$ cat src/rtl/prri_pkg.sv
// Shared types and constants for the palette register and raster interrupt block.
// Used by prri_raster and the top level; depends on nothing.
`default_nettype none

package prri_pkg;

    localparam int PEN_COUNT     = 16;
    localparam int LINES_PER_INT = 52;

    localparam int PEN_IDX_W  = (PEN_COUNT > 1) ? $clog2(PEN_COUNT) : 1;
    localparam int COLOUR_W   = 5;
    localparam int MODE_W     = 2;
    localparam int LINE_W     = 6;
    localparam int RESYNC_W   = 5;
    localparam int MCLK_W     = 4;

    localparam logic [LINE_W-1:0]   LINES_WRAP   = LINE_W'(LINES_PER_INT);
    localparam logic [RESYNC_W-1:0] RESYNC_START = RESYNC_W'(2);
    localparam logic [RESYNC_W-1:0] RESYNC_LIMIT = RESYNC_W'(28);
    localparam logic [RESYNC_W-1:0] RESYNC_CLEAR = RESYNC_W'(4);
    localparam logic [MCLK_W-1:0]   MCLK_RESET   = MCLK_W'(2);
    localparam logic [MCLK_W-1:0]   MCLK_FIRE    = MCLK_W'(8);
    localparam logic [COLOUR_W-1:0] BORDER_RESET = COLOUR_W'(16);

    typedef enum logic [1:0] {
        FUNC_WRITE = 2'd0,
        FUNC_ACK   = 2'd1,
        FUNC_TICK  = 2'd2
    } prri_func_t;

    typedef enum logic [1:0] {
        WR_PEN_SEL  = 2'd0,
        WR_COLOUR   = 2'd1,
        WR_MODE_ROM = 2'd2,
        WR_MEM_MAP  = 2'd3
    } prri_wr_t;

    // one beat held in the input register
    typedef struct packed {
        logic       valid;
        prri_func_t func;
        logic [7:0] data;
        logic       m1_n;
        logic       iorq_n;
        logic       hsync;
        logic       vsync;
    } prri_step_t;

    typedef struct packed {
        logic              int_asserted;
        logic [MODE_W-1:0] active_mode;
        logic [LINE_W-1:0] line_counter;
    } prri_raster_t;

endpackage

`default_nettype wire

$ cat src/rtl/prri_raster.sv
// Raster interrupt counter, acknowledge handling and hsync-timed mode latch.
// Depends on prri_pkg.
`default_nettype none

module prri_raster (
    input  wire logic                       clk,
    input  wire logic                       rst_n,
    input  wire prri_pkg::prri_step_t       step,
    input  wire logic [prri_pkg::MODE_W-1:0] pending_mode,
    output prri_pkg::prri_raster_t          status
);
    import prri_pkg::*;

    logic                int_reg,    int_next;
    logic [MODE_W-1:0]   mode_reg,   mode_next;
    logic [LINE_W-1:0]   line_reg,   line_next;
    logic [RESYNC_W-1:0] resync_reg, resync_next;
    logic                ack_reg,    ack_next;
    logic [MCLK_W-1:0]   mclk_reg,   mclk_next;
    logic                trig_reg,   trig_next;
    logic                hs_prev_reg, hs_prev_next;
    logic                vs_prev_reg, vs_prev_next;

    always_ff @(posedge clk or negedge rst_n)
    begin
        if (!rst_n)
        begin
            int_reg     <= 1'b0;
            mode_reg    <= '0;
            line_reg    <= '0;
            resync_reg  <= '0;
            ack_reg     <= 1'b0;
            mclk_reg    <= MCLK_RESET;
            trig_reg    <= 1'b0;
            hs_prev_reg <= 1'b0;
            vs_prev_reg <= 1'b0;
        end
        else
        begin
            int_reg     <= int_next;
            mode_reg    <= mode_next;
            line_reg    <= line_next;
            resync_reg  <= resync_next;
            ack_reg     <= ack_next;
            mclk_reg    <= mclk_next;
            trig_reg    <= trig_next;
            hs_prev_reg <= hs_prev_next;
            vs_prev_reg <= vs_prev_next;
        end
    end

    always_comb
    begin
        logic [LINE_W-1:0] line_inc;
        logic              m1_low;
        logic              iorq_low;

        int_next     = int_reg;
        mode_next    = mode_reg;
        line_next    = line_reg;
        resync_next  = resync_reg;
        ack_next     = ack_reg;
        mclk_next    = mclk_reg;
        trig_next    = trig_reg;
        hs_prev_next = hs_prev_reg;
        vs_prev_next = vs_prev_reg;
        line_inc     = line_reg + LINE_W'(1);
        m1_low       = !step.m1_n;
        iorq_low     = !step.iorq_n;

        if (step.valid)
        begin
            unique case (step.func)
                FUNC_WRITE:
                begin
                    // interrupt-delay reset rides on the mode/ROM write
                    if (step.data[7:6] == WR_MODE_ROM && step.data[4])
                    begin
                        int_next  = 1'b0;
                        line_next = '0;
                    end
                end
                FUNC_ACK:
                begin
                    if (m1_low && iorq_low && int_reg)
                        ack_next = 1'b1;
                    else if (!m1_low)
                        ack_next = 1'b0;
                    if (ack_next)
                    begin
                        line_next = {1'b0, line_reg[LINE_W-2:0]};
                        int_next  = 1'b0;
                    end
                end
                FUNC_TICK:
                begin
                    if (step.vsync && !vs_prev_reg)
                        resync_next = RESYNC_START;

                    if (!step.hsync && hs_prev_reg)
                    begin
                        line_next = (line_inc == LINES_WRAP) ? '0 : line_inc;
                        if (resync_next < RESYNC_LIMIT)
                        begin
                            resync_next = resync_next + RESYNC_W'(1);
                            if (resync_next == RESYNC_CLEAR)
                                line_next = '0;
                        end
                        if (line_next == '0 && line_reg[LINE_W-1])
                            int_next = 1'b1;
                    end

                    // a trigger from the previous tick takes effect now
                    if (trig_reg)
                    begin
                        mode_next = pending_mode;
                        trig_next = 1'b0;
                    end
                    if (step.hsync)
                    begin
                        if (mclk_reg < MCLK_FIRE)
                        begin
                            mclk_next = mclk_reg + MCLK_W'(1);
                            if (mclk_next == MCLK_FIRE)
                                trig_next = 1'b1;
                        end
                    end
                    else
                    begin
                        if (mclk_reg[2])
                            trig_next = 1'b1;
                        mclk_next = MCLK_RESET;
                    end

                    hs_prev_next = step.hsync;
                    vs_prev_next = step.vsync;
                end
                default:
                begin
                end
            endcase
        end
    end

    // int_asserted, active_mode, line_counter from the top bit down
    assign status = {int_reg, mode_reg, line_reg};

endmodule

`default_nettype wire

$ cat src/rtl/palette_register_and_raster_interrupt.sv
// Top level: stream ports, input register, pen/border/mode/ROM registers.
// Depends on prri_pkg and prri_raster.
//
//  channel | dir | payload
//  s_*     | in  | tuser: func; tdata: write_byte, m1_n, iorq_n, hsync, vsync
//  m_*     | out | tdata: int, mode, lower/upper ROM, border, pen, colour, line
//
// A beat is captured in the input register and applied to the state registers once
// the result side can take it; one beat per cycle is sustained while m_tready is high.
// The state registers themselves form the result register, so a result is
// held while m_tready is low and the input register keeps one more beat.
// Reset: pens 0, border 16, both ROMs on, mode 0, counters idle.
`default_nettype none

module palette_register_and_raster_interrupt (
    input  wire logic        clk,
    input  wire logic        rst_n,
    input  wire logic        s_tvalid,
    output logic             s_tready,
    input  wire logic [15:0] s_tdata,  // write_byte[7:0], m1_n, iorq_n, hsync, vsync, zero fill
    input  wire logic [1:0]  s_tuser,  // func[1:0]
    output logic             m_tvalid,
    input  wire logic        m_tready,
    output logic [31:0]      m_tdata   // int_asserted, active_mode[1:0], lower_rom_on,
                                       // upper_rom_on, border_colour[4:0], selected_pen[4:0],
                                       // pen_colour[4:0], line_counter[5:0], zero fill
);
    import prri_pkg::*;

    prri_step_t          in_reg;
    logic                out_valid_reg, out_valid_next;
    logic                advance;
    prri_step_t          step;
    prri_raster_t        raster;

    logic [COLOUR_W-1:0] pen_colours_reg [PEN_COUNT];
    logic [COLOUR_W-1:0] pen_sel_reg;
    logic [COLOUR_W-1:0] border_reg;
    logic [MODE_W-1:0]   pending_mode_reg;
    logic [1:0]          rom_reg;      // bit 0 lower on, bit 1 upper on
    logic [COLOUR_W-1:0] pen_colour;
    logic                pen_in_range;

    assign advance  = in_reg.valid && (!out_valid_reg || m_tready);
    assign s_tready = !in_reg.valid || advance;

    always_ff @(posedge clk or negedge rst_n)
    begin
        if (!rst_n)
            in_reg <= '0;
        else
        begin
            if (s_tready)
                in_reg.valid <= s_tvalid;
            if (s_tready && s_tvalid)
            begin
                in_reg.func   <= prri_func_t'(s_tuser);
                in_reg.data   <= s_tdata[7:0];
                in_reg.m1_n   <= s_tdata[8];
                in_reg.iorq_n <= s_tdata[9];
                in_reg.hsync  <= s_tdata[10];
                in_reg.vsync  <= s_tdata[11];
            end
        end
    end

    always_comb
    begin
        if (advance)
            out_valid_next = 1'b1;
        else if (m_tready)
            out_valid_next = 1'b0;
        else
            out_valid_next = out_valid_reg;
    end

    always_ff @(posedge clk or negedge rst_n)
    begin
        if (!rst_n)
            out_valid_reg <= 1'b0;
        else
            out_valid_reg <= out_valid_next;
    end

    always_comb
    begin
        step       = in_reg;
        step.valid = advance;
    end

    assign pen_in_range = {1'b0, pen_sel_reg[3:0]} < 5'(PEN_COUNT);

    always_ff @(posedge clk or negedge rst_n)
    begin
        if (!rst_n)
        begin
            pen_sel_reg      <= '0;
            border_reg       <= BORDER_RESET;
            pending_mode_reg <= '0;
            rom_reg          <= 2'b11;
            for (int i = 0; i < PEN_COUNT; i++)
                pen_colours_reg[i] <= '0;
        end
        else if (advance && in_reg.func == FUNC_WRITE)
        begin
            unique case (prri_wr_t'(in_reg.data[7:6]))
                WR_PEN_SEL:
                    pen_sel_reg <= in_reg.data[4:0];
                WR_COLOUR:
                begin
                    if (pen_sel_reg[4])
                        border_reg <= in_reg.data[4:0];
                    else if (pen_in_range)
                        pen_colours_reg[pen_sel_reg[PEN_IDX_W-1:0]] <= in_reg.data[4:0];
                end
                WR_MODE_ROM:
                begin
                    pending_mode_reg <= in_reg.data[1:0];
                    rom_reg          <= {!in_reg.data[3], !in_reg.data[2]};
                end
                WR_MEM_MAP:
                begin
                end
            endcase
        end
    end

    always_comb
    begin
        if (pen_sel_reg[4])
            pen_colour = border_reg;
        else if (pen_in_range)
            pen_colour = pen_colours_reg[pen_sel_reg[PEN_IDX_W-1:0]];
        else
            pen_colour = '0;
    end

    prri_raster u_raster (
        .clk          (clk),
        .rst_n        (rst_n),
        .step         (step),
        .pending_mode (pending_mode_reg),
        .status       (raster)
    );

    assign m_tvalid = out_valid_reg;
    assign m_tdata  = {6'b0,
                       raster.line_counter,
                       pen_colour,
                       pen_sel_reg,
                       border_reg,
                       rom_reg[1],
                       rom_reg[0],
                       raster.active_mode,
                       raster.int_asserted};

    // counter never reaches the wrap value
    a_line_range: assert property (@(posedge clk) disable iff (!rst_n)
        raster.line_counter < LINES_WRAP)
        else $error("line counter out of range");

    // interrupt is raised only by a character tick
    a_int_rise: assert property (@(posedge clk) disable iff (!rst_n)
        $rose(raster.int_asserted) |-> $past(advance && in_reg.func == FUNC_TICK))
        else $error("interrupt raised outside a character tick");

    // active mode changes only on a character tick
    a_mode_tick: assert property (@(posedge clk) disable iff (!rst_n)
        !$stable(raster.active_mode) |-> $past(advance && in_reg.func == FUNC_TICK))
        else $error("mode changed outside a character tick");

endmodule

`default_nettype wire

$ cat config.mk
export PLATFORM = sky130hd
export DESIGN_NAME = palette_register_and_raster_interrupt
export DESIGN_NICKNAME = d
export VERILOG_FILES = /design/src/rtl/prri_pkg.sv /design/src/rtl/prri_raster.sv /design/src/rtl/palette_register_and_raster_interrupt.sv
export SDC_FILE = /design/constraint.sdc
export NUM_CORES = 1
export LEC_CHECK = 0
export BUFFER_PORTS_ARGS = -buffer_cell sky130_fd_sc_hd__clkbuf_2
export CAP_MARGIN = 20
export CORE_UTILIZATION = 40
export CTS_CLUSTER_DIAMETER = 150
export DETAILED_ROUTE_END_ITERATION = 16
export PLACE_DENSITY = 0.53
export SLEW_MARGIN = 40
export SYNTH_ARGS = -nofsm -noshare
export SYNTH_HDL_FRONTEND = slang
export SYNTH_HIERARCHICAL = 1
export SYNTH_SLANG_ARGS = --single-unit
$ cat constraint.sdc
create_clock -name clk -period 2.7 [get_ports clk]
set_input_delay 0.27 -clock clk [delete_from_list [all_inputs] [get_ports clk]]
set_output_delay 0.27 -clock clk [all_outputs]
set_load 0.03 [all_outputs]
# [Yosys cells after proc, flatten, opt, wreduce, memory -nomap -nowiden]
# Cells that the tools add are included.
# Widths: inputs -> output; s select.
[word_totals] register_bits=132 wordCells=136
[op_classes] addsub=3 order_cmp=4 n_eq_ne=12 mux=39 bitwise_logic=3 n_reduce_logical=37
[ops] cell="$bwmux 80" count=1
[ops] cell="$mux 6" count=9
[ops] cell="$mux 5" count=9
[ops] cell="$bmux 5 s4" count=1
[ops] cell="$demux 5 s4" count=1
[ops] cell="$pmux 6 s3" count=1
[ops] cell="$mux 1" count=14
[ops] cell="$reduce_and 3->1" count=4
[ops] cell="$logic_and 1x1->1" count=10
[ops] cell="$ne 2x1->1 const B" count=5
[ops] cell="$reduce_and 5->1" count=2
[ops] cell="$logic_not 1->1" count=8
[ops] cell="$mux 4" count=2
[ops] cell="$reduce_and 2->1" count=4
[ops] cell="$add 6x1->6 const B" count=1
[ops] cell="$eq 6x6->1 const B" count=1
[ops] cell="$logic_not 6->1" count=1
[ops] cell="$reduce_and 6->1" count=1
[ops] cell="$add 5x1->5 const B" count=1
[ops] cell="$eq 5x3->1 const B" count=1
[ops] cell="$ge 5x5->1 const B" count=1
[ops] cell="$lt 5x1->1 const B" count=1
[ops] cell="$lt 5x5->1 const B" count=1
[ops] cell="$not 4->5" count=1
[ops] cell="11 further kinds" count=17

# [Logic depth before layout (Yosys ltp)]
[depth] word_depth=17 depth_mapped=8 ltp_nobuf=7

# [Hierarchy]
# Netlist, hierarchy kept.
[by_module_without_submodules] mod="palette_register_and_raster_interrupt" n_inst=1 cells_each=370 area_per_inst_um2=5157.4 seq_area_each_um2=2756.4
[by_module_without_submodules] mod="prri_raster" n_inst=1 cells_each=153 area_per_inst_um2=1351.3 seq_area_each_um2=551.8

# [Worst setup path before layout]
# OpenSTA, ideal clock, no wires.
[synth_timing] kind="reg-to-reg" start="register out_valid_reg, in the netlist m_tvalid" end="register u_raster.line_reg[3]" setup_ns=0.090 t_arrival_ns=2.067 required_ns=2.610 setup_slack_ns=0.543 path_stages_with_launch=8 path_buffers=1 synth_period_minus_slack_ns=2.157 path_cell_list="dfrtp_1 nor2b_1 nor2_1 o21ai_1 or3_1 clkbuf_1 or4_1 o221ai_1"
[synth_via] elab_chain_cells=4
[synth_lines] item="start, declared" line_no="palette_register_and_raster_interrupt.sv:31" text="logic out_valid_reg, out_valid_next;"
[synth_lines] item="start signal, assigned" line_no="palette_register_and_raster_interrupt.sv:82" text="out_valid_reg <= out_valid_next;"
[synth_lines] item="$logic_not 1->1" line_no="palette_register_and_raster_interrupt.sv:44" text="assign advance = in_reg.valid && (!out_valid_reg || m_tready);"
[synth_lines] item="$logic_or 1x1->1" line_no="palette_register_and_raster_interrupt.sv:44"
[synth_lines] item="$logic_and 1x1->1" line_no="palette_register_and_raster_interrupt.sv:44"
[synth_lines] item="net advance" line_no="palette_register_and_raster_interrupt.sv:32" text="logic advance;"
[synth_lines] item="$reduce_and 5->1 (no line)"
[synth_lines] item="end signal, assigned" line_no="prri_raster.sv:42" text="line_reg <= line_next;"
[synth_lines] item="end, declared" line_no="prri_raster.sv:16" text="logic [LINE_W-1:0] line_reg, line_next;"
# The timed path passes the listed nets, and every way through them passes these cells.
# A chain may end at the register's enable or synchronous reset.

# [Final worst setup path]
[layout_timing] start="register pen_sel_reg[2]" end="output port m_tdata[18]"
[layout_via] elab_chain_cells=5
[layout_lines] item="start, declared" line_no="palette_register_and_raster_interrupt.sv:37" text="logic [COLOUR_W-1:0] pen_sel_reg;"
[layout_lines] item="start signal, assigned" line_no="palette_register_and_raster_interrupt.sv:108" text="pen_sel_reg <= in_reg.data[4:0];"
[layout_lines] item="$not 4->5 (not written as such)" line_no="palette_register_and_raster_interrupt.sv:133" text="pen_colour = pen_colours_reg[pen_sel_reg[PEN_IDX_W-1:0]];"
[layout_lines] item="$bmux 5 s4" line_no="palette_register_and_raster_interrupt.sv:133"
[layout_lines] item="$mux 5 (not written as such) (2 in series)" line_no="palette_register_and_raster_interrupt.sv:133"
[layout_lines] item="$mux 5" line_no="palette_register_and_raster_interrupt.sv:130" text="if (pen_sel_reg[4])"
[layout_lines] item="end, declared" line_no="palette_register_and_raster_interrupt.sv:24" text="output logic [31:0] m_tdata"
# No other way between the ends. The select of a mux whose other input is x is not followed.

==> impl_summary.md <==
Floorplanning
The die is 129 µm wide. The total area inside the core boundary comes to 15,800 µm². The die area is 16,700 µm². The die extent in y is 129 µm. The initial utilization of the core area, before any placement, comes to 0.409. The number of rows created at floorplan is 46. The number of top-level design ports is 56.

STA
The hold violation count in the final report came to 0. The final setup skew is 0.00872 ns. Setup repair after global routing left no endpoint under its margin. The setup-violating endpoint count in the final report is 0. The max-slew violation total from the final report was 0. The maximum clock frequency is 387 MHz. Dividing the final minimum period by the clock period gives 0.958. For the final routed database, the setup TNS stands at 0 ns. Headroom to the max-slew limit came out at 0.479. For the pin with the worst max-slew slack, the measured transition is 0.781 ns. Subtracting the final worst setup slack from the clock period gives 2.59 ns.

Routing
The routed via count divided by cell count is 5.38. The first-iteration detailed-routing DRC count is 194. The final layout contains routed wiring with a total length of 14,400 µm. The final antenna-violating net count is 0. The via count of the routed design is 4,264. The number of detailed-route iterations in the first pass is 4. The detail-routed net length per standard cell is 18.1 µm.

The remaining design rule violation count is 0.

Hold path
The worst hold path belongs to the class primary input to flop.

Worst setup path
The number of buffers and inverters on the critical path is 2. The worst setup path is captured at an output port. For this run, the slowest stage of the critical path takes 0.51 ns.

STA classifies the critical path startpoint as a flop. STA puts the critical path data required time at 2.43 ns. Walking the worst path, the cells encountered are buf_12 > or3b_2 > o22ai_1 > nor3_1 > a21oi_1 > clkbuf_2. The dominant delay contributor by cell family on the critical path is simple AND/OR/NAND/NOR gates. The critical path is of the flop to output port type.

At the worst endpoint, the arrival time is 2.32 ns. The master of the slowest instance on the critical path is or3b_2. The worst-path maximum fanout is 14.

Logic synthesis
Summing every instance area after synthesis gives 6470 µm². Yosys printed 6 warnings. Counting every instance in the synthesized netlist gives 521. The mean area per synthesized cell is 12.4 µm².

Place
The number of port buffers is 44. Detailed placement ended at an HPWL of 9580 µm. The global placement routability congestion is 0.785.

Clocking
At the later pin of the worst-skew pair, clock insertion delay measures 0.42 ns. The clock tree synthesis step divided the H-tree into 4 levels. No sink is reached through more buffers than the 2 on the longest clock path. For this design, the sink count on the clock tree is 131. The tree is rooted in a clkbuf_16.

TritonCTS built the clock tree. Clock-pin slew was measured on the worst setup and hold paths at 0.06 ns. Buffers added to address setup during post-CTS repair amount to 0. TritonCTS created 17 clock buffers.

Cells and area
Compared with the post-synthesis result, the final layout area differs by 16.3%. The final core area utilization is 0.476. The register with the most flip-flops in the layout has 80 of them.

The count of antenna diodes in the layout is 0. For this run, the post-layout net count is 594. The fraction of layout instances using a drive strength above 1 is 0.380.

Global routing
The maximum number of pins on one net before global-route repair is 59. The overall global routing resource usage is 0.188. The number of antenna violations at the first check in global routing is 0. After global routing the overflow that remains totals 0. The via count of the first global-routing pass is 4,397. The wire length of the first global-routing pass is 23,400 µm.

Power and ir drop
The power per standard cell area is 961 nW/µm². The share of total power dissipated in sequential elements is 0.390. The maximum vdd drop is 0.464 mV.

The leakage power total is 3.50 nW. Of the total power, combinational logic draws 0.297. The clock power share is 0.313. In this run the power spent charging and discharging nets is 2.60 mW.

Of the total power, the share spent switching nets is 0.359. The design internal power is 4.63 mW.

Job
The tool flagged a number of max-cap violations equal to 0.

Outcome
The run finished with clean final reports.
-- metrics by stage --
stage | cells | worst slack, ns | hold slack (ns) | total power [mW] | cell area, µm²
final | 793 | 0.114 | 0.0725 | 7.23 | 7530
after global routing | 793 | 0.00774 | 0.0583 | 7.62 | 7530
after CTS | 793 | 0.0314 | 0.0535 | 7.30 | 7520
after detailed placement | 760 | 0.473 | 0.397 | 5.00 | 6930
after global placement | 760 | 0.521 | 0.398 | 4.94 | 6930
after floorplan | 526 | 0.543 | -0.0256 | 4.32 | 6490
-- cell type report --
type | count | area (µm²)
Inverter | 8 | 30.0
Sequential cell | 131 | 3290
Clock buffer | 17 | 425
Tap cell | 216 | 270
Timing Repair Buffer | 55 | 362
Multi-Input combinational cell | 351 | 2990
Fill cell | 1412 | 8300
Clock inverter | 15 | 158
-- per-layer routing --
layer	routed length, µm	up-vias	GRT usage
li1	-	1971	-
met1	6860	2205	0.249
met2	6770	64	0.297
met3	423	24	0.0446
met4	329	0	0.0803
met5	0	-	0
-- power groups by stage --
stage / logic (mW) / clock network (mW) / registers [mW]
global route: 2.33 / 2.40 / 2.89
global placement: 2.12 / 0 / 2.82
detailed placement: 2.15 / 0 / 2.85
floorplan: 1.46 / 0 / 2.86
CTS: 2.16 / 2.32 / 2.82
finish: 2.15 / 2.27 / 2.82
-- timing repair --
action | CTS | global route
gates resized for setup | 0 | 3
setup endpoints to repair | 0 | 5
hold buffers | 1 | 0
hold endpoints to repair | 55 | 0
-- worst paths after layout --
| path | depth (start not counted) | from | slack [ns] | to |
|---|---|---|---|---|
| max | 6 | pen_sel_reg[2] | 0.11 | m_tdata[18] |
| min | 2 | s_tvalid | 0.07 | in_reg[14] |
| max reg2reg | 6 | m_tvalid | 0.43 | u_raster/line_reg[3] |
| min reg2reg | 2 | rom_reg[1] | 0.48 | rom_reg[1] |
| max in group asynchronous | 3 | rst_n | 1.66 | rom_reg[0] |
| min in group asynchronous | 2 | rst_n | 0.38 | u_raster/line_reg[4] |
-- cells in the final DEF, fill, tap and decap left out, types with 6 or more instances in the layout --
master / count
mux2i_1: 31
mux2_4: 15
nor3_2: 8
conb_1: 6
dfrtp_1: 123
ha_1: 8
nor3_1: 8
clkbuf_16: 17
inv_1: 8
nand3_1: 16
nand2b_1: 7
nand2_1: 27
o21ai_0: 17
mux2_2: 92
o22ai_1: 10
a21oi_1: 13
buf_4: 6
nor2_1: 14
nor2b_1: 12
clkbuf_2: 43
(Power assumes the default switching activity.)
